--- config.mk ---
export PLATFORM = sky130hd
export DESIGN_NAME = i2c_master_sequencer_core_flat
export DESIGN_NICKNAME = d
export VERILOG_FILES = /design/src/design/i2cms_pkg.sv /design/src/design/i2cms_if.sv /design/src/design/i2cms_engine.sv /design/src/design/i2c_master_sequencer_core.sv /design/src/flat_wrapper.sv
export SDC_FILE = /design/constraint.sdc
export NUM_CORES = 1
export LEC_CHECK = 0
export ABC_AREA = 0
export CORE_ASPECT_RATIO = 1.5
export CORE_UTILIZATION = 65
export DETAILED_ROUTE_END_ITERATION = 12
export DONT_BUFFER_PORTS = 1
export GPL_ROUTABILITY_DRIVEN = 0
export PLACE_DENSITY = 0.85
export SLEW_MARGIN = 20
export SYNTH_ARGS = -nofsm -noshare
export SYNTH_HDL_FRONTEND = slang
export SYNTH_HIERARCHICAL = 1
export SYNTH_SLANG_ARGS = --single-unit
--- constraint.sdc ---
create_clock -name clk -period 10.5 [get_ports clk]
set_clock_uncertainty 0.2 [all_clocks]
set_input_delay 1.575 -clock clk [delete_from_list [all_inputs] [get_ports clk]]
set_output_delay 1.575 -clock clk [all_outputs]
set_load 0.1 [all_outputs]
--- src/design/i2cms_pkg.sv ---
// Package for the tick-driven I2C master sequencer.
// Holds word types, command and status codes, bus phase encoding and widths.
// No dependencies.
package i2cms_pkg;

	localparam int TIMER_BITS = 24;
	localparam int HALF_W = 16;
	localparam int TOUT_W = 24;
	localparam int CFG_W = 24;
	localparam int CFG_IDX_W = 1;
	localparam int ACK_CMP_W = (TIMER_BITS > TOUT_W) ? TIMER_BITS : TOUT_W;

	localparam logic [HALF_W-1:0] HALF_PERIOD_RST = HALF_W'(1);
	localparam logic [TOUT_W-1:0] ACK_TIMEOUT_RST = TOUT_W'(100);
	localparam logic [TIMER_BITS-1:0] TIMER_MAX = '1;

	localparam logic [CFG_IDX_W-1:0] CFG_HALF_PERIOD = 1'd0;
	localparam logic [CFG_IDX_W-1:0] CFG_ACK_TIMEOUT = 1'd1;

	localparam logic [2:0] FUNC_NONE = 3'd0;
	localparam logic [2:0] FUNC_START_WR = 3'd1;
	localparam logic [2:0] FUNC_START_RD = 3'd2;
	localparam logic [2:0] FUNC_WRITE = 3'd3;
	localparam logic [2:0] FUNC_READ = 3'd4;
	localparam logic [2:0] FUNC_STOP = 3'd5;

	localparam logic [1:0] ST_ACK = 2'd0;
	localparam logic [1:0] ST_NAK = 2'd1;
	localparam logic [1:0] ST_IGNORED = 2'd2;

	localparam logic [3:0] BITS_PER_BYTE = 4'd8;

	typedef enum logic [4:0] {
		PH_IDLE, PH_ST_A, PH_ST_B, PH_TX_LOW, PH_TX_DATA, PH_TX_HIGH,
		PH_AK_LOW, PH_AK_HIGH, PH_RX_LOW, PH_RX_HIGH,
		PH_RA_LOW, PH_RA_DATA, PH_RA_HIGH, PH_RA_END,
		PH_SP_A, PH_SP_B, PH_SP_C, PH_SP_D
	} phase_t;

	typedef struct packed {
		logic [2:0] func;
		logic [6:0] addr;
		logic [7:0] wdata;
		logic [7:0] byte_count;
		logic       sda_level;
	} cmd_t;

	typedef struct packed {
		logic       scl_out;
		logic       sda_out;
		logic       sda_drive;
		logic       busy_res;
		logic       done_res;
		logic [1:0] status;
		logic [7:0] rdata;
		logic [7:0] remaining;
	} res_t;

	typedef struct packed {
		logic [HALF_W-1:0] half_period;
		logic [TOUT_W-1:0] ack_timeout;
	} cfg_t;

endpackage

--- src/design/i2cms_if.sv ---
// Valid/ready channel interfaces for the I2C master sequencer.
// Depends on i2cms_pkg for the word types.
interface i2cms_cmd_if;
	import i2cms_pkg::*;
	logic valid;
	logic ready;
	cmd_t data;
	modport source (output valid, output data, input ready);
	modport sink (input valid, input data, output ready);
endinterface

interface i2cms_res_if;
	import i2cms_pkg::*;
	logic valid;
	logic ready;
	res_t data;
	modport source (output valid, output data, input ready);
	modport sink (input valid, input data, output ready);
endinterface

--- src/design/i2cms_engine.sv ---
// Bus sequencer state and per-tick next-state logic of the I2C master.
// Depends on i2cms_pkg.
module i2cms_engine (
	input  logic              clk,
	input  logic              arst_n,
	input  logic              step,
	input  i2cms_pkg::cmd_t   cmd,
	input  i2cms_pkg::cfg_t   cfg,
	output i2cms_pkg::res_t   res
);
	import i2cms_pkg::*;

	phase_t                ph_q, ph_n, ent_p;
	logic [3:0]            bit_q, bit_n;
	logic [7:0]            shift_q, shift_n;
	logic [HALF_W-1:0]     pt_q, pt_n;
	logic [HALF_W:0]       pt_inc;
	logic [TIMER_BITS-1:0] at_q, at_n, at_inc;
	logic [7:0]            bl_q, bl_n;
	logic                  scl_q, scl_n, sda_q, sda_n, dir_q, dir_n;
	logic [1:0]            lst_q, lst_n;
	logic [7:0]            lrd_q, lrd_n;
	logic                  sst_q, sst_n;
	logic                  done, ignored, ent;

	always_comb begin
		ph_n = ph_q; bit_n = bit_q; shift_n = shift_q; pt_n = pt_q; at_n = at_q;
		bl_n = bl_q; scl_n = scl_q; sda_n = sda_q; dir_n = dir_q;
		lst_n = lst_q; lrd_n = lrd_q; sst_n = sst_q;
		done = 1'b0; ignored = 1'b0; ent = 1'b0; ent_p = PH_IDLE;
		pt_inc = {1'b0, pt_q} + (HALF_W+1)'(1);
		at_inc = (at_q < TIMER_MAX) ? at_q + TIMER_BITS'(1) : at_q;

		if (ph_q == PH_IDLE) begin
			unique case (cmd.func)
				FUNC_START_WR, FUNC_START_RD: begin
					if (cmd.func == FUNC_START_RD) bl_n = cmd.byte_count;
					shift_n = {cmd.addr, cmd.func == FUNC_START_RD};
					bit_n = '0;
					ent = 1'b1; ent_p = PH_ST_A;
				end
				FUNC_WRITE: begin
					shift_n = cmd.wdata; bit_n = '0;
					ent = 1'b1; ent_p = PH_TX_LOW;
				end
				FUNC_READ: begin
					if (bl_q == 8'd0) begin
						lrd_n = 8'd0; lst_n = ST_ACK; done = 1'b1; pt_n = '0;
					end else begin
						shift_n = 8'd0; bit_n = '0;
						ent = 1'b1; ent_p = PH_RX_LOW;
					end
				end
				FUNC_STOP: begin
					sst_n = 1'b0;
					ent = 1'b1; ent_p = PH_SP_A;
				end
				default: begin
				end
			endcase
		end else begin
			ignored = (cmd.func >= FUNC_START_WR) && (cmd.func <= FUNC_STOP);
			if (ph_q == PH_AK_HIGH) begin
				if (!cmd.sda_level) begin
					ph_n = PH_IDLE; pt_n = '0; lst_n = ST_ACK; done = 1'b1;
				end else begin
					at_n = at_inc;
					if (ACK_CMP_W'(at_inc) >= ACK_CMP_W'(cfg.ack_timeout) ||
					    at_inc == TIMER_MAX) begin
						ph_n = PH_IDLE; pt_n = '0; lst_n = ST_NAK; done = 1'b1;
					end
				end
			end else if (pt_inc >= {1'b0, cfg.half_period}) begin
				unique case (ph_q)
					PH_ST_A:    begin ent = 1'b1; ent_p = PH_ST_B; end
					PH_ST_B:    begin bit_n = '0; ent = 1'b1; ent_p = PH_TX_LOW; end
					PH_TX_LOW:  begin ent = 1'b1; ent_p = PH_TX_DATA; end
					PH_TX_DATA: begin ent = 1'b1; ent_p = PH_TX_HIGH; end
					PH_TX_HIGH: begin
						shift_n = {shift_q[6:0], 1'b0};
						bit_n = bit_q + 4'd1;
						ent = 1'b1;
						ent_p = (bit_n >= BITS_PER_BYTE) ? PH_AK_LOW : PH_TX_LOW;
					end
					PH_AK_LOW:  begin ent = 1'b1; ent_p = PH_AK_HIGH; end
					PH_RX_LOW:  begin ent = 1'b1; ent_p = PH_RX_HIGH; end
					PH_RX_HIGH: begin
						shift_n = {shift_q[6:0], cmd.sda_level};
						bit_n = bit_q + 4'd1;
						ent = 1'b1;
						if (bit_n >= BITS_PER_BYTE) begin
							lrd_n = shift_n;
							bl_n = bl_q - 8'd1;
							ent_p = PH_RA_LOW;
						end else begin
							ent_p = PH_RX_LOW;
						end
					end
					PH_RA_LOW:  begin ent = 1'b1; ent_p = PH_RA_DATA; end
					PH_RA_DATA: begin ent = 1'b1; ent_p = PH_RA_HIGH; end
					PH_RA_HIGH: begin ent = 1'b1; ent_p = PH_RA_END; end
					PH_RA_END: begin
						if (bl_q == 8'd0) begin
							sst_n = 1'b1; ent = 1'b1; ent_p = PH_SP_A;
						end else begin
							ph_n = PH_IDLE; pt_n = '0; lst_n = ST_ACK; done = 1'b1;
						end
					end
					PH_SP_A:    begin ent = 1'b1; ent_p = PH_SP_B; end
					PH_SP_B:    begin ent = 1'b1; ent_p = PH_SP_C; end
					PH_SP_C:    begin ent = 1'b1; ent_p = PH_SP_D; end
					PH_SP_D: begin
						ph_n = PH_IDLE; pt_n = '0; lst_n = {1'b0, sst_q}; done = 1'b1;
					end
					default: begin
						ph_n = PH_IDLE; pt_n = '0; lst_n = ST_ACK; done = 1'b1;
					end
				endcase
			end else begin
				pt_n = pt_inc[HALF_W-1:0];
			end
		end

		if (ent) begin
			ph_n = ent_p;
			pt_n = '0;
			unique case (ent_p)
				PH_ST_A, PH_TX_HIGH, PH_RX_HIGH, PH_RA_HIGH, PH_SP_C: scl_n = 1'b1;
				PH_TX_LOW, PH_RA_LOW, PH_RA_END, PH_SP_A: scl_n = 1'b0;
				PH_ST_B, PH_SP_B: begin sda_n = 1'b0; dir_n = 1'b1; end
				PH_SP_D: begin sda_n = 1'b1; dir_n = 1'b1; end
				PH_TX_DATA: begin sda_n = shift_n[7]; dir_n = 1'b1; end
				PH_RA_DATA: begin sda_n = (bl_n == 8'd0); dir_n = 1'b1; end
				PH_AK_LOW, PH_RX_LOW: begin scl_n = 1'b0; dir_n = 1'b0; end
				PH_AK_HIGH: begin scl_n = 1'b1; at_n = '0; end
				default: begin
				end
			endcase
		end

		res.scl_out = scl_n;
		res.sda_out = sda_n;
		res.sda_drive = dir_n;
		res.busy_res = (ph_n != PH_IDLE);
		res.done_res = done;
		res.status = (!done && ignored) ? ST_IGNORED : lst_n;
		res.rdata = lrd_n;
		res.remaining = bl_n;
	end

	always_ff @(posedge clk or negedge arst_n) begin
		if (!arst_n) begin
			ph_q <= PH_IDLE; bit_q <= '0; shift_q <= '0; pt_q <= '0; at_q <= '0;
			bl_q <= '0; scl_q <= 1'b1; sda_q <= 1'b1; dir_q <= 1'b1;
			lst_q <= ST_ACK; lrd_q <= '0; sst_q <= 1'b0;
		end else if (step) begin
			ph_q <= ph_n; bit_q <= bit_n; shift_q <= shift_n; pt_q <= pt_n; at_q <= at_n;
			bl_q <= bl_n; scl_q <= scl_n; sda_q <= sda_n; dir_q <= dir_n;
			lst_q <= lst_n; lrd_q <= lrd_n; sst_q <= sst_n;
		end
	end

	assert property (@(posedge clk) disable iff (!arst_n)
		step && ph_q == PH_AK_HIGH |-> !dir_q && scl_q)
		else $error("ack wait without released SDA and high SCL");
	assert property (@(posedge clk) disable iff (!arst_n)
		ph_q == PH_IDLE |-> pt_q == '0)
		else $error("phase timer not cleared while idle");
	assert property (@(posedge clk) disable iff (!arst_n)
		step && ph_q == PH_IDLE && cmd.func == FUNC_STOP |=> !scl_q && ph_q == PH_SP_A)
		else $error("stop did not pull SCL low first");
endmodule

--- src/design/i2c_master_sequencer_core.sv ---
// Top level of the tick-driven I2C master sequencer: config registers,
// input register, sequencer engine and result register.
// Depends on i2cms_pkg, i2cms_if and i2cms_engine.
//
//  channel | dir | word  | contents
//  cmd     | in  | cmd_t | func, addr, wdata, byte_count, sda_level (one tick)
//  res     | out | res_t | pin levels, busy, done, status, rdata, remaining
//  cfg_*   | in  | -     | write enable, index, 24-bit data
//
// One tick word is taken every cycle unless a stalled result holds it;
// the input register holds it, the result register its engine result.
// arst_n clears the bus state to idle with SCL and SDA high and driven.
// A stalled result holds the pipeline; cmd.ready drops only when both
// stages are full and res.ready is low.
module i2c_master_sequencer_core (
	input  logic                            clk,
	input  logic                            arst_n,
	i2cms_cmd_if.sink                       cmd,
	i2cms_res_if.source                     res,
	input  logic                            cfg_we,
	input  logic [i2cms_pkg::CFG_IDX_W-1:0] cfg_idx,
	input  logic [i2cms_pkg::CFG_W-1:0]     cfg_wdata
);
	import i2cms_pkg::*;

	cfg_t cfg_q;
	logic valid_s1;
	cmd_t cmd_s1;
	logic out_valid_q;
	res_t res_q;
	res_t res_n;
	logic adv, step;

	assign adv = !out_valid_q || res.ready;
	assign step = valid_s1 && adv;
	assign cmd.ready = !valid_s1 || adv;
	assign res.valid = out_valid_q;
	assign res.data = res_q;

	always_ff @(posedge clk or negedge arst_n) begin
		if (!arst_n) begin
			cfg_q.half_period <= HALF_PERIOD_RST;
			cfg_q.ack_timeout <= ACK_TIMEOUT_RST;
		end else if (cfg_we) begin
			priority if (cfg_idx == CFG_HALF_PERIOD)
				cfg_q.half_period <= cfg_wdata[HALF_W-1:0];
			else if (cfg_idx == CFG_ACK_TIMEOUT)
				cfg_q.ack_timeout <= cfg_wdata[TOUT_W-1:0];
		end
	end

	always_ff @(posedge clk or negedge arst_n) begin
		if (!arst_n) begin
			valid_s1 <= 1'b0;
			out_valid_q <= 1'b0;
		end else begin
			if (cmd.ready) valid_s1 <= cmd.valid;
			if (adv) out_valid_q <= valid_s1;
		end
	end

	always_ff @(posedge clk) begin
		if (cmd.valid && cmd.ready) cmd_s1 <= cmd.data;
		if (step) res_q <= res_n;
	end

	i2cms_engine u_engine (
		.clk    (clk),
		.arst_n (arst_n),
		.step   (step),
		.cmd    (cmd_s1),
		.cfg    (cfg_q),
		.res    (res_n)
	);

	assert property (@(posedge clk) disable iff (!arst_n)
		step |=> out_valid_q)
		else $error("engine step lost its result word");
	assert property (@(posedge clk) disable iff (!arst_n)
		!out_valid_q |-> cmd.ready)
		else $error("input stalled with empty result register");
	assert property (@(posedge clk) disable iff (!arst_n)
		out_valid_q && res_q.done_res |-> !res_q.busy_res && res_q.status != ST_IGNORED)
		else $error("completion word shows busy or ignored status");
	assert property (@(posedge clk) disable iff (!arst_n)
		out_valid_q |-> res_q.status == ST_ACK || res_q.status == ST_NAK ||
			res_q.status == ST_IGNORED)
		else $error("undefined status code");
endmodule

--- src/flat_wrapper.sv ---
// flat-port wrapper written by rule: the top's interface ports become plain ports
module i2c_master_sequencer_core_flat import i2cms_pkg::*;
  (clk, arst_n, cfg_we, cfg_idx, cfg_wdata, cmd_valid, cmd_data, cmd_ready, res_valid, res_data, res_ready);
  i2cms_cmd_if cmd_i ();
  i2cms_res_if res_i ();
  input  logic clk;
  input  logic arst_n;
  input  logic cfg_we;
  input  logic [i2cms_pkg::CFG_IDX_W-1:0] cfg_idx;
  input  logic [i2cms_pkg::CFG_W-1:0] cfg_wdata;
  input wire logic [$bits(cmd_i.valid)-1:0] cmd_valid;
  input wire logic [$bits(cmd_i.data)-1:0] cmd_data;
  output wire logic [$bits(cmd_i.ready)-1:0] cmd_ready;
  output wire logic [$bits(res_i.valid)-1:0] res_valid;
  output wire logic [$bits(res_i.data)-1:0] res_data;
  input wire logic [$bits(res_i.ready)-1:0] res_ready;
  assign cmd_i.valid = cmd_valid;
  assign cmd_i.data = cmd_data;
  assign cmd_ready = cmd_i.ready;
  assign res_valid = res_i.valid;
  assign res_data = res_i.data;
  assign res_i.ready = res_ready;
  i2c_master_sequencer_core u_core (.clk(clk), .arst_n(arst_n), .cmd(cmd_i), .res(res_i), .cfg_we(cfg_we), .cfg_idx(cfg_idx), .cfg_wdata(cfg_wdata));
endmodule
==> out/qor.txt, run 1 <==
Nets -> 1033
Hold_buf cts -> 0
Hold Fails Final Rpt -> 0
Dpl cells -> 1108
Layout cells sized above 1 -> 14.3%
Post-synth EDFFs -> 50
Initial core utilization -> 67.3%
Post-CTS sizing -> 0
Final worst-path cycle share -> 50.1%
Prevailing post-synth register cell -> dfrtp_1
Critical path class -> flip-flop to flip-flop
CTS H-tree depth -> 4
Core area -> 0.0147 sq mm
Hold WC Path Type -> flip-flop to flip-flop
Crit path capture type -> flip-flop
Congestion Overflow GR -> 0
Initial DRC Count -> 536
Cells after Synth -> 957
Worst reg2reg setup slack -> 5.23 ns
Max transition margin -> 26.1%
Post-Route Setup TNS -> 0 ns
# DRC -> 0
Syn Nets -> 1059
Synthesized area -> 0.00992 sq mm
Final ANT Viol Nets -> 0
Sequential fraction of the synthesis area -> 45.8%
PD cells -> 195 mW/mm^2
Final min period -> 5.27 ns
Largest net degree at the start of global routing -> 122
Worst slew pin tran -> 1.11 ns
Post-synth cell types -> 87
Worst IR Drop VDD -> 0.140 mV
Worst skew pair latency -> 0.44 ns
RSZ-0062 raised after global routing -> no
Setup WS pre-CTS -> 5.50 ns
CP max stage cell -> or4_1
Final worst setup slack -> 5.23 ns
Grt met2 use -> 51.8%
Synth Register Bits -> 171
Status -> finished, final reports clean
Detailed Route WL -> 22800 um
Sw frac -> 36.9%
Clock network fraction of total power -> 29.3%
Port bufs -> 0
Pre-antenna DRT Iters -> 6
Busiest grt layer -> met2
Initial antenna violation count -> 0
Post-route insts no fill -> 1140
R2R depth -> 17
CTS Buf Count -> 17
# setup viols final -> 0
Routed vias -> 7439
Max_cap viols -> 0
Vert. Die Dim -> 153 um
Per-cell routed wire length -> 20.0 um
Worst Setup EP -> u_core/u_engine/ph_q[1]
CP startpoint -> u_core/u_engine/at_q[0]
Ports -> 82
Slowest stage delay, CP -> 0.78 ns
Leak pwr -> 0.00453 uW
Hold_sp -> u_core/u_engine/dir_q
Antenna Cells -> 0
R2R Path End -> u_core/u_engine/ph_q[1]
Pint -> 1290 uW
Std cell rows -> 54
Register clock-pin slew on the reported worst setup and hold paths -> 0.07 ns
CTS Sinks -> 171
Die Footprint -> 0.0158 sq mm
Die X -> 103 um
Setup Buffers After CTS -> 0
CTS tree -> yes
CTS root buf -> clkbuf_16
Req. time, crit path -> 10.62 ns
Fillers -> 1091
Detailed Place HPWL -> 16100 um
First-pass GRT wire length -> 36800 um
Async set or reset register ratio after synthesis -> 70.8%
WP data arrival -> 5.39 ns
Combinational Power Share -> 20.6%
Area Growth Syn to Fin -> 5.65%
GRT Util Overall -> 30.5%
Met1 usage -> 35.1%
Vias in the first global route -> 7430
CTS Buffer Depth -> 2
Final max-slew violation count -> 0
Worst path cell trace -> ha_1 > nand4_2 > or4_1 > o21ai_2 > nor2_1 > and3_1 > xor2_1 > ha_1 > nand4_1 > nor2_1 > o21ai_0 > a2111oi_0 > o221ai_1 > nand3_2 > a21boi_2 > nand2_1 > a22o_1
Mean cell area of the mapped netlist -> 10.4 sq um
Crit path max fanout -> 8
Via density -> 6.53
Tot Pwr -> 2050 uW
Sequential cell fraction of total power -> 50.1%
Crit start category -> flip-flop
Fmax -> 190 MHz
Worst r2r src -> u_core/u_engine/at_q[0]
Met3 Usage GRT -> 6.63%
YS warnings -> 6
NetSw -> 756 uW
## worst min-delay path by stage
stage                            end  slack [ns]  cells past startpoint
2_1_floorplan       u_core/res.valid        0.25                      1
4_1_cts        u_core/u_engine/dir_q        0.30                      2
5_1_grt             u_core/cfg_q[27]        0.32                      1
6_report       u_core/u_engine/dir_q        0.29                      2
3_3_place_gp   u_core/u_engine/sst_q        0.28                      1
3_5_place_dp        u_core/res.valid        0.28                      1
## power groups by stage
| stage | registers (uW) | clock network, uW | logic (uW) |
|---|---|---|---|
| floorplan | 974 | 0 | 366 |
| finish | 1030 | 601 | 422 |
| CTS | 1020 | 607 | 415 |
| detailed placement | 1030 | 0 | 408 |
| global placement | 1030 | 0 | 396 |
| global route | 1040 | 637 | 463 |
## flip-flops by register name (all words and copies together), names as in the netlist, 8 cells and up
| name | count |
|---|---|
| u_core/u_engine/bl_q | 8 |
| u_core/res.data | 23 |
| u_core/u_engine/shift_q | 8 |
| u_core/cmd_s1 | 27 |
| u_core/u_engine/pt_q | 16 |
| u_core/cfg_q | 40 |
| u_core/u_engine/at_q | 24 |
| u_core/u_engine/lrd_q | 8 |
## kinds of logic (layout without fill, tap and decap cells)
group	Yosys count	in the layout	share of synthesized area (%)
compound gates	207	207	15.3
xor+xnor	46	46	4.06
fa+ha+maj	45	45	5.68
buf+inv	97	84	4.49
flops	171	171	45.8
mux	68	68	8.03
simple gates	323	323	16.7
## cell type report
| type | count | area [sq um] | share of cell area (%) |
|---|---|---|---|
| sequential | 171 | 4540 | 43.3 |
| timing repair buffer | 1 | 7.51 | 0.0717 |
| clock buffer | 18 | 430 | 4.11 |
| multi-input combinational | 689 | 4930 | 47.1 |
| clock inverter | 14 | 129 | 1.23 |
| inverter | 51 | 191 | 1.83 |
| tap | 196 | 245 | 2.34 |
## metal layers
layer | part of all wire, % | vias up | wire (um)
met5 | 0 | - | 0
met4 | 4.9 | 0 | 1120
met3 | 5.6 | 95 | 1280
met2 | 51 | 331 | 11700
met1 | 38 | 3558 | 8760
li1 | - | 3455 | -
## synthesized netlist by cell type (all sizes together) (4+ instances only)
master | count | area [sq um]
o21a | 6 | 45.0
nor3 | 25 | 141
nor2b | 8 | 50.1
buf | 25 | 175
nand3 | 35 | 185
xnor2 | 25 | 219
nand4 | 16 | 106
dfstp | 7 | 184
nor4 | 8 | 62.6
a2111oi | 4 | 35.0
or3 | 9 | 56.3
a22o | 40 | 350
ha | 45 | 563
a311oi | 6 | 70.1
o31ai | 5 | 37.5
clkbuf | 21 | 78.8
o211ai | 9 | 86.3
and3 | 13 | 81.3
a21oi | 37 | 189
xor2 | 21 | 184
a22oi | 8 | 60.1
nand2 | 77 | 294
nor2 | 86 | 330
edfxtp | 50 | 1500
mux2i | 6 | 60.1
inv | 51 | 191
o2111ai | 4 | 35.0
and2 | 12 | 75.1
a31oi | 12 | 81.3
nand2b | 13 | 88.8
and4 | 4 | 37.5
a211oi | 6 | 50.1
a21o | 8 | 60.1
o21ai | 42 | 221
mux2 | 62 | 736
dfrtp | 114 | 2850
## worst max-delay path: cells and delay by family (launching register included)
family                     cells  cell delay (ns)
AOI/OAI and AO/OA              6             1.68
and+or+nand+nor                8             2.01
xor gates and xnor gates       1             0.16
DFF                            1             0.46
adders and majority gates      2             0.63
## cells in the final DEF (no fill, tap or decap), types with 4 or more instances in the layout
cell type	netlist	final
a2111oi_0	4	4
a211oi_1	5	5
a21o_1	8	8
a21oi_1	36	36
a22o_1	40	40
a22oi_1	8	8
a311oi_1	5	5
a31oi_1	11	11
and2_1	11	9
and3_1	13	13
clkbuf_16	0	17
dfrtp_1	114	114
dfstp_2	7	7
edfxtp_1	50	50
ha_1	45	45
inv_1	51	51
inv_6	0	7
mux2_2	52	52
mux2_4	10	10
mux2i_1	6	6
nand2_1	75	75
nand2b_1	12	12
nand3_1	33	33
nand4_1	15	15
nor2_1	85	85
nor2b_1	8	8
nor3_1	23	23
nor4_1	6	6
o2111ai_1	4	4
o211ai_1	7	7
o21a_1	6	6
o21ai_0	32	32
o21ai_1	7	7
o31ai_1	5	5
or3_1	9	9
xnor2_1	25	25
xor2_1	21	21
## metrics by stage
stage / hold WS (ns) / utilization, % / instance area [sq um]
final: 0.293 / 71.1 / 10500
after global routing: 0.322 / 71.1 / 10500
after CTS: 0.297 / 71.1 / 10500
after detailed placement: 0.283 / 67.3 / 9920
after global placement: 0.276 / 67.3 / 9920
after floorplan: 0.249 / - / 9920
Power figures use the tool's default switching activity.
==> inputs of run 2 (changes only) <==
ABC_AREA = 1   (was 0)
clock period = 5.45 ns   (was 10.5 ns; I/O delays follow)
==> out/qor.txt, run 2 <==
Status -> finished, final reports clean
Slowest stage delay, CP -> 0.43 ns (-0.35 ns)
Congestion Overflow GR -> 0 (unchanged)
Top Metal Used -> met4
Via density -> 5.81 (-11%)
Post-route insts no fill -> 1568 (+38%)
Post-CTS sizing -> 0 (unchanged)
Area leader, netlist -> dfrtp_1
Post-synth cell types -> 52 (-40%)
Ports -> 82 (unchanged)
M1 wire length -> 9460 um (+8.1%)
Final min period -> 4.86 ns (-0.404 ns)
Port bufs -> 0 (unchanged)
Fmax -> 206 MHz (+8.3%)
Vert. Die Dim -> 160 um (+4.4%)
R2R Path End -> u_core/u_engine/sda_q
Top Registers -> u_core/cfg_q: 40 flops, u_core/cmd_s1: 27 flops, u_core/u_engine/at_q: 24 flops
GRT Util Overall -> 30.3% (-0.22 points)
Leak pwr -> 0.00553 uW (+22%)
Register clock-pin slew on the reported worst setup and hold paths -> 0.07 ns (about the same)
Synth top area share -> 26.4% (-2.4 points)
Worst reg2reg setup slack -> 0.59 ns (-4.65 ns)
Worst r2r src -> u_core/u_engine/pt_q[0]
Initial core utilization -> 66.5% (-0.79 points)
R2R depth -> 31 (+14)
Most common library cell in the layout ignoring fill and taps -> nand2_1
Layout cells sized above 1 -> 10.4% (-3.9 points)
WL met2 -> 12800 um (+9.7%)
Final worst-path cycle share -> 89.2% (+39 points)
Commonest cells post-synth -> nand2_1, inv_1, dfrtp_1
Setup WS pre-CTS -> 0.659 ns (-4.84 ns)
Most flops, register -> u_core/cfg_q
Std cell rows -> 57 (+5.6%)
Met3 WL -> 1520 um (+19%)
Area Growth Syn to Fin -> 5.24%
Per-cell routed wire length -> 16.0 um (-20%)
Max_cap viols -> 0 (unchanged)
Synth Register Bits -> 171 (unchanged)
Crit path capture type -> flip-flop
Final worst setup slack -> 0.589 ns (-4.65 ns)
Hold WC Path Type -> input pin to async pin
YS warnings -> 6 (unchanged)
Final ANT Viol Nets -> 0 (unchanged)
Die X -> 107 um (+4.4%)
CTS Buf Count -> 17 (unchanged)
Syn Nets -> 1474 (+39%)
Post-Route Setup TNS -> 0 ns (unchanged)
Largest net degree at the start of global routing -> 115 (-5.7%)
Synthesized area -> 0.0108 sq mm (+9.1%)
Worst slew pin tran -> 1.01 ns (-0.0964 ns)
Hold Slack -> 0.0233 ns (-0.270 ns)
# setup viols final -> 0 (unchanged)
CTS tree -> yes
Worst skew pair latency -> 0.43 ns (about the same)
Top-count cell post-synth -> nand2_1
Detailed Route WL -> 25100 um (+10%)
RSZ-0062 raised after global routing -> no
WP data arrival -> 5.04 ns (-0.35 ns)
Initial antenna violation count -> 0 (unchanged)
CTS root buf -> clkbuf_16
Prevailing post-synth register cell -> dfrtp_1
Crit path top cell by count -> nand2_1
Max reg flops -> 40 (unchanged)
Vias in the first global route -> 8916 (+20%)
Async set or reset register ratio after synthesis -> 70.8% (unchanged)
CTS Sinks -> 171 (unchanged)
Req. time, crit path -> 5.63 ns (-4.99 ns)
PD cells -> 453 mW/mm^2 (+130%)
Dpl cells -> 1535 (+39%)
Worst IR Drop VDD -> 0.295 mV (+110%)
Cells after Synth -> 1372 (+43%)
Initial DRC Count -> 543 (+1.3%)
Crit path max fanout -> 24 (+16)
CTS H-tree depth -> 4 (unchanged)
Mean cell area of the mapped netlist -> 7.88 sq um (-24%)
Max transition margin -> 32.7% (+6.6 points)
Critical path class -> flip-flop to flip-flop
Nets -> 1451 (+40%)
First-pass GRT wire length -> 40800 um (+11%)
Detailed Place HPWL -> 17600 um (+9.6%)
Synth top area cells -> dfrtp_1, edfxtp_1, nand2_1, inv_1, ha_1
Core area -> 0.0163 sq mm (+10%)
Post-synth EDFFs -> 50 (unchanged)
CTS Buffer Depth -> 2 (unchanged)
CP max stage cell -> a21boi_0
Routed vias -> 9114 (+23%)
Crit start category -> flip-flop
Sequential fraction of the synthesis area -> 42.0% (-3.8 points)
Most frequent cells in the layout -> nand2_1, inv_1, dfrtp_1, nand3_1, nor2_1
Pre-antenna DRT Iters -> 6 (unchanged)
Die Footprint -> 0.0172 sq mm (+8.9%)
Hold Fails Final Rpt -> 0 (unchanged)
Antenna Cells -> 0 (unchanged)
Final max-slew violation count -> 0 (unchanged)
# DRC -> 0 (unchanged)
-- run 2: layer usage --
| layer | vias to the layer above | GRT usage [%] |
|---|---|---|
| li1 | 4423 | - |
| met1 | 4196 | 33.4 |
| met2 | 384 | 53.2 |
| met3 | 111 | 5.92 |
| met4 | 0 | 17.9 |
| met5 | - | 0 |
-- run 2: stage by stage --
step | instance area, sq um | power, uW | utilization (%)
floorplan | 10800 | 3570 | -
global placement | 10800 | 3880 | 66.4
detailed placement | 10800 | 3940 | 66.4
CTS | 11400 | 5140 | 70.0
global route | 11400 | 5480 | 70.0
finish | 11400 | 5150 | 70.0
-- run 2: repair_timing --
action | CTS | global route
setup endpoints to repair | 0 | 0
buffers inserted | 0 | 0
hold buffers | 1 | 0
hold endpoints to repair | 114 | 0
-- run 2: area by class of cell --
cell class | count | area [sq um]
fillers | 1234 | 4880
multi-input cells | 947 | 5190
well taps | 206 | 258
clock inverters | 13 | 121
clock buffers | 19 | 433
inverters | 207 | 790
repair buffers | 5 | 57.6
flip-flops and latches | 171 | 4540
-- run 2: kinds of logic (layout without fill, tap and decap cells) --
kind of cell / after synthesis / in the layout / share of synthesized area [%]
compound gates: 195 / 195 / 10.8
fa+ha+maj: 45 / 45 / 5.20
buf+inv: 254 / 244 / 10.2
flops: 171 / 171 / 42.0
simple gates: 666 / 666 / 28.5
xor+xnor: 41 / 41 / 3.32
-- run 2: critical path, delay by kind of cell (launching register included) --
| family | cells | cell delay (ns) |
|---|---|---|
| flops | 1 | 0.40 |
| fa+ha+maj | 1 | 0.27 |
| xor+xnor | 1 | 0.15 |
| simple gates | 23 | 2.79 |
| compound gates | 2 | 0.51 |
| buf+inv | 4 | 0.45 |
-- run 2: how the worst max path moves through the flow --
stage                                  from                        to  slack, ns  cells past startpoint
floorplan           u_core/u_engine/pt_q[2]       u_core/res.data[21]       1.42                     26
global placement    u_core/u_engine/pt_q[2]     u_core/u_engine/sda_q       0.80                     31
detailed placement  u_core/u_engine/pt_q[2]     u_core/u_engine/sda_q       0.66                     31
CTS                 u_core/u_engine/pt_q[0]     u_core/u_engine/sda_q       0.61                     31
global route        u_core/u_engine/pt_q[0]  u_core/u_engine/lrd_q[4]       0.09                     26
finish              u_core/u_engine/pt_q[0]     u_core/u_engine/sda_q       0.59                     31
-- run 2: power by group --
| part | total [uW] | internal [uW] | switching (uW) |
|---|---|---|---|
| Combinational | 1810 | 573 | 1240 |
| Clock | 1150 | 633 | 520 |
| Sequential | 2180 | 1640 | 544 |
==> inputs of run 3 (changes only) <==
CORE_UTILIZATION = 45   (was 65)
PLACE_DENSITY = 0.64   (was 0.85)
==> out/qor.txt, run 3 (synthesis results as in run 2) <==
Status -> finished, final reports clean
Nets -> 1458 (+0.48%)
RSZ-0062 raised after global routing -> no
Detailed Route WL -> 26100 um (+4.0%)
Routed vias -> 8781 (-3.7%)
Area Growth Syn to Fin -> 7.71%
# setup viols final -> 0 (unchanged)
Hold_buf cts -> 4 (+3)
Cell family with most CP delay -> simple AND/OR/NAND/NOR gates
Register clock-pin slew on the reported worst setup and hold paths -> 0.08 ns (about the same)
Crit path top cell by count -> nand2_1
First-pass GRT wire length -> 42400 um (+4.0%)
Initial DRC Count -> 542 (-0.18%)
PD cells -> 453 mW/mm^2 (about the same)
Post-Route Setup TNS -> 0 ns (unchanged)
Die Footprint -> 0.0247 sq mm (+44%)
Fmax -> 215 MHz (+4.4%)
Area of the multi-input gates -> 0.00518 sq mm (about the same)
Congestion Overflow GR -> 0 (unchanged)
Setup Buffers After CTS -> 0 (unchanged)
Port bufs -> 0 (unchanged)
Hold Fails Final Rpt -> 0 (unchanged)
DP Area -> 0.0110 sq mm (+1.5%)
R2R depth -> 31 (unchanged)
Register area -> 0.00454 sq mm (unchanged)
Core area -> 0.0237 sq mm (+45%)
Req. time, crit path -> 5.63 ns (about the same)
GRT Util Overall -> 22.3% (-8.0 points)
Max reg flops -> 40 (unchanged)
Most common library cell in the layout ignoring fill and taps -> nand2_1
Max_cap viols -> 0 (unchanged)
Layout cells sized above 1 -> 10.5% (+0.17 points)
Top Registers -> u_core/cfg_q: 40 flops, u_core/cmd_s1: 27 flops, u_core/u_engine/at_q: 24 flops
Crit path capture type -> flip-flop
Antenna Cells -> 0 (unchanged)
CP max stage cell -> dfrtp_1
Vert. Die Dim -> 192 um (+20%)
Detailed Place HPWL -> 18800 um (+6.4%)
CTS Buf Count -> 17 (unchanged)
Setup WS pre-CTS -> 0.796 ns (+0.137 ns)
Largest net degree at the start of global routing -> 115 (unchanged)
CTS Sinks -> 171 (unchanged)
# DRC -> 0 (unchanged)
Slowest stage delay, CP -> 0.38 ns (-0.05 ns)
Worst reg2reg setup slack -> 0.80 ns (+0.21 ns)
Per-cell routed wire length -> 15.5 um (-3.4%)
Hold WC Path Type -> input pin to async pin
Worst r2r src -> u_core/u_engine/pt_q[2]
Die X -> 129 um (+20%)
Pre-antenna DRT Iters -> 7 (+1)
Post-CTS sizing -> 0 (unchanged)
CTS tree -> yes
Worst IR Drop VDD -> 0.300 mV (+1.7%)
Worst slew pin tran -> 1.02 ns (+0.0112 ns)
Final min period -> 4.65 ns (-0.206 ns)
Most flops, register -> u_core/cfg_q
Final max-slew violation count -> 0 (unchanged)
Via density -> 5.20 (-11%)
Fillers -> 2380 (+93%)
Finished Cell Area -> 0.0117 sq mm (+2.4%)
Final worst setup slack -> 0.795 ns (+0.206 ns)
Std cell rows -> 69 (+21%)
CTS Buffer Depth -> 2 (unchanged)
Ports -> 82 (unchanged)
Worst skew pair latency -> 0.44 ns (about the same)
Critical path class -> flip-flop to flip-flop
Leak pwr -> 0.00560 uW (+1.2%)
CTS root buf -> clkbuf_16
Final ANT Viol Nets -> 0 (unchanged)
Worst Path Buf+Inv -> 4 (unchanged)
Vias in the first global route -> 8614 (-3.4%)
WP data arrival -> 4.83 ns (-0.21 ns)
CTS H-tree depth -> 4 (unchanged)
R2R Path End -> u_core/u_engine/sda_q
Final worst-path cycle share -> 85.4% (-3.8 points)
Most frequent cells in the layout -> nand2_1, inv_1, dfrtp_1, nand3_1, nor2_1
Max transition margin -> 31.9% (-0.82 points)
Initial antenna violation count -> 1 (+1)
Crit start category -> flip-flop
Initial core utilization -> 45.7% (-21 points)
Crit path max fanout -> 24 (unchanged)
==> run 3: cell count changes in the layout (fill, tap and decap cells not counted), sizes merged <==
cell         change
dlygate4sd3      +4
inv              +9
bufinv           +2
clkinv           -8
clkinvlp         -1
clkbuf           -2
buf              +3
==> run 3: final cells by class <==
cell class	instances	area share [%]
multi-input combinational	947	44.5
timing repair buffer	12	1.03
sequential	171	38.9
tap	319	3.43
clock inverter	15	1.68
clock buffer	17	3.65
inverter	207	6.78
==> run 3: how the worst max path moves through the flow <==
stage | slack (ns) | cells past startpoint | to | from
final | 0.80 | 31 | u_core/u_engine/sda_q | u_core/u_engine/pt_q[2]
after global routing | 0.18 | 31 | u_core/u_engine/sda_q | u_core/u_engine/pt_q[2]
after CTS | 0.75 | 31 | u_core/u_engine/sda_q | u_core/u_engine/pt_q[2]
after detailed placement | 0.80 | 31 | u_core/u_engine/sda_q | u_core/u_engine/pt_q[2]
after global placement | 0.94 | 31 | u_core/u_engine/sda_q | u_core/u_engine/pt_q[2]
after floorplan | 1.42 | 26 | u_core/res.data[21] | u_core/u_engine/pt_q[2]
==> run 3: per-layer routing <==
metal,track usage [%],vias to the layer above,wire (um)
li1,-,4439,-
met5,0,-,13
met1,26.0,4086,11000
met2,39.4,205,13100
met3,4.40,49,1220
met4,9.55,2,796
==> run 3: stage by stage <==
stage          utilization (%)  std cells  hold WS (ns)  power (uW)
6_report                  49.3       1688        0.0231        5270
3_5_place_dp              46.4       1651         0.256        3970
4_1_cts                   49.2       1687       0.00383        5310
3_3_place_gp              46.4       1651         0.255        3940
2_1_floorplan                -       1372         0.242        3570
5_1_grt                   49.3       1688      0.000737        5640
==> run 3: worst reg2reg max path: cells and delay by family, from the launching register on <==
family	cells	cell delay (ns)
buffers and inverters	4	0.41
xor gates and xnor gates	1	0.15
DFF	1	0.38
and+or+nand+nor	23	2.80
AOI/OAI and AO/OA	2	0.37
adders and majority gates	1	0.27
==> run 3: power by group <==
group / internal (uW) / switching, uW / total (uW)
registers: 1640 / 547 / 2190
logic: 575 / 1220 / 1790
clock network: 740 / 558 / 1300
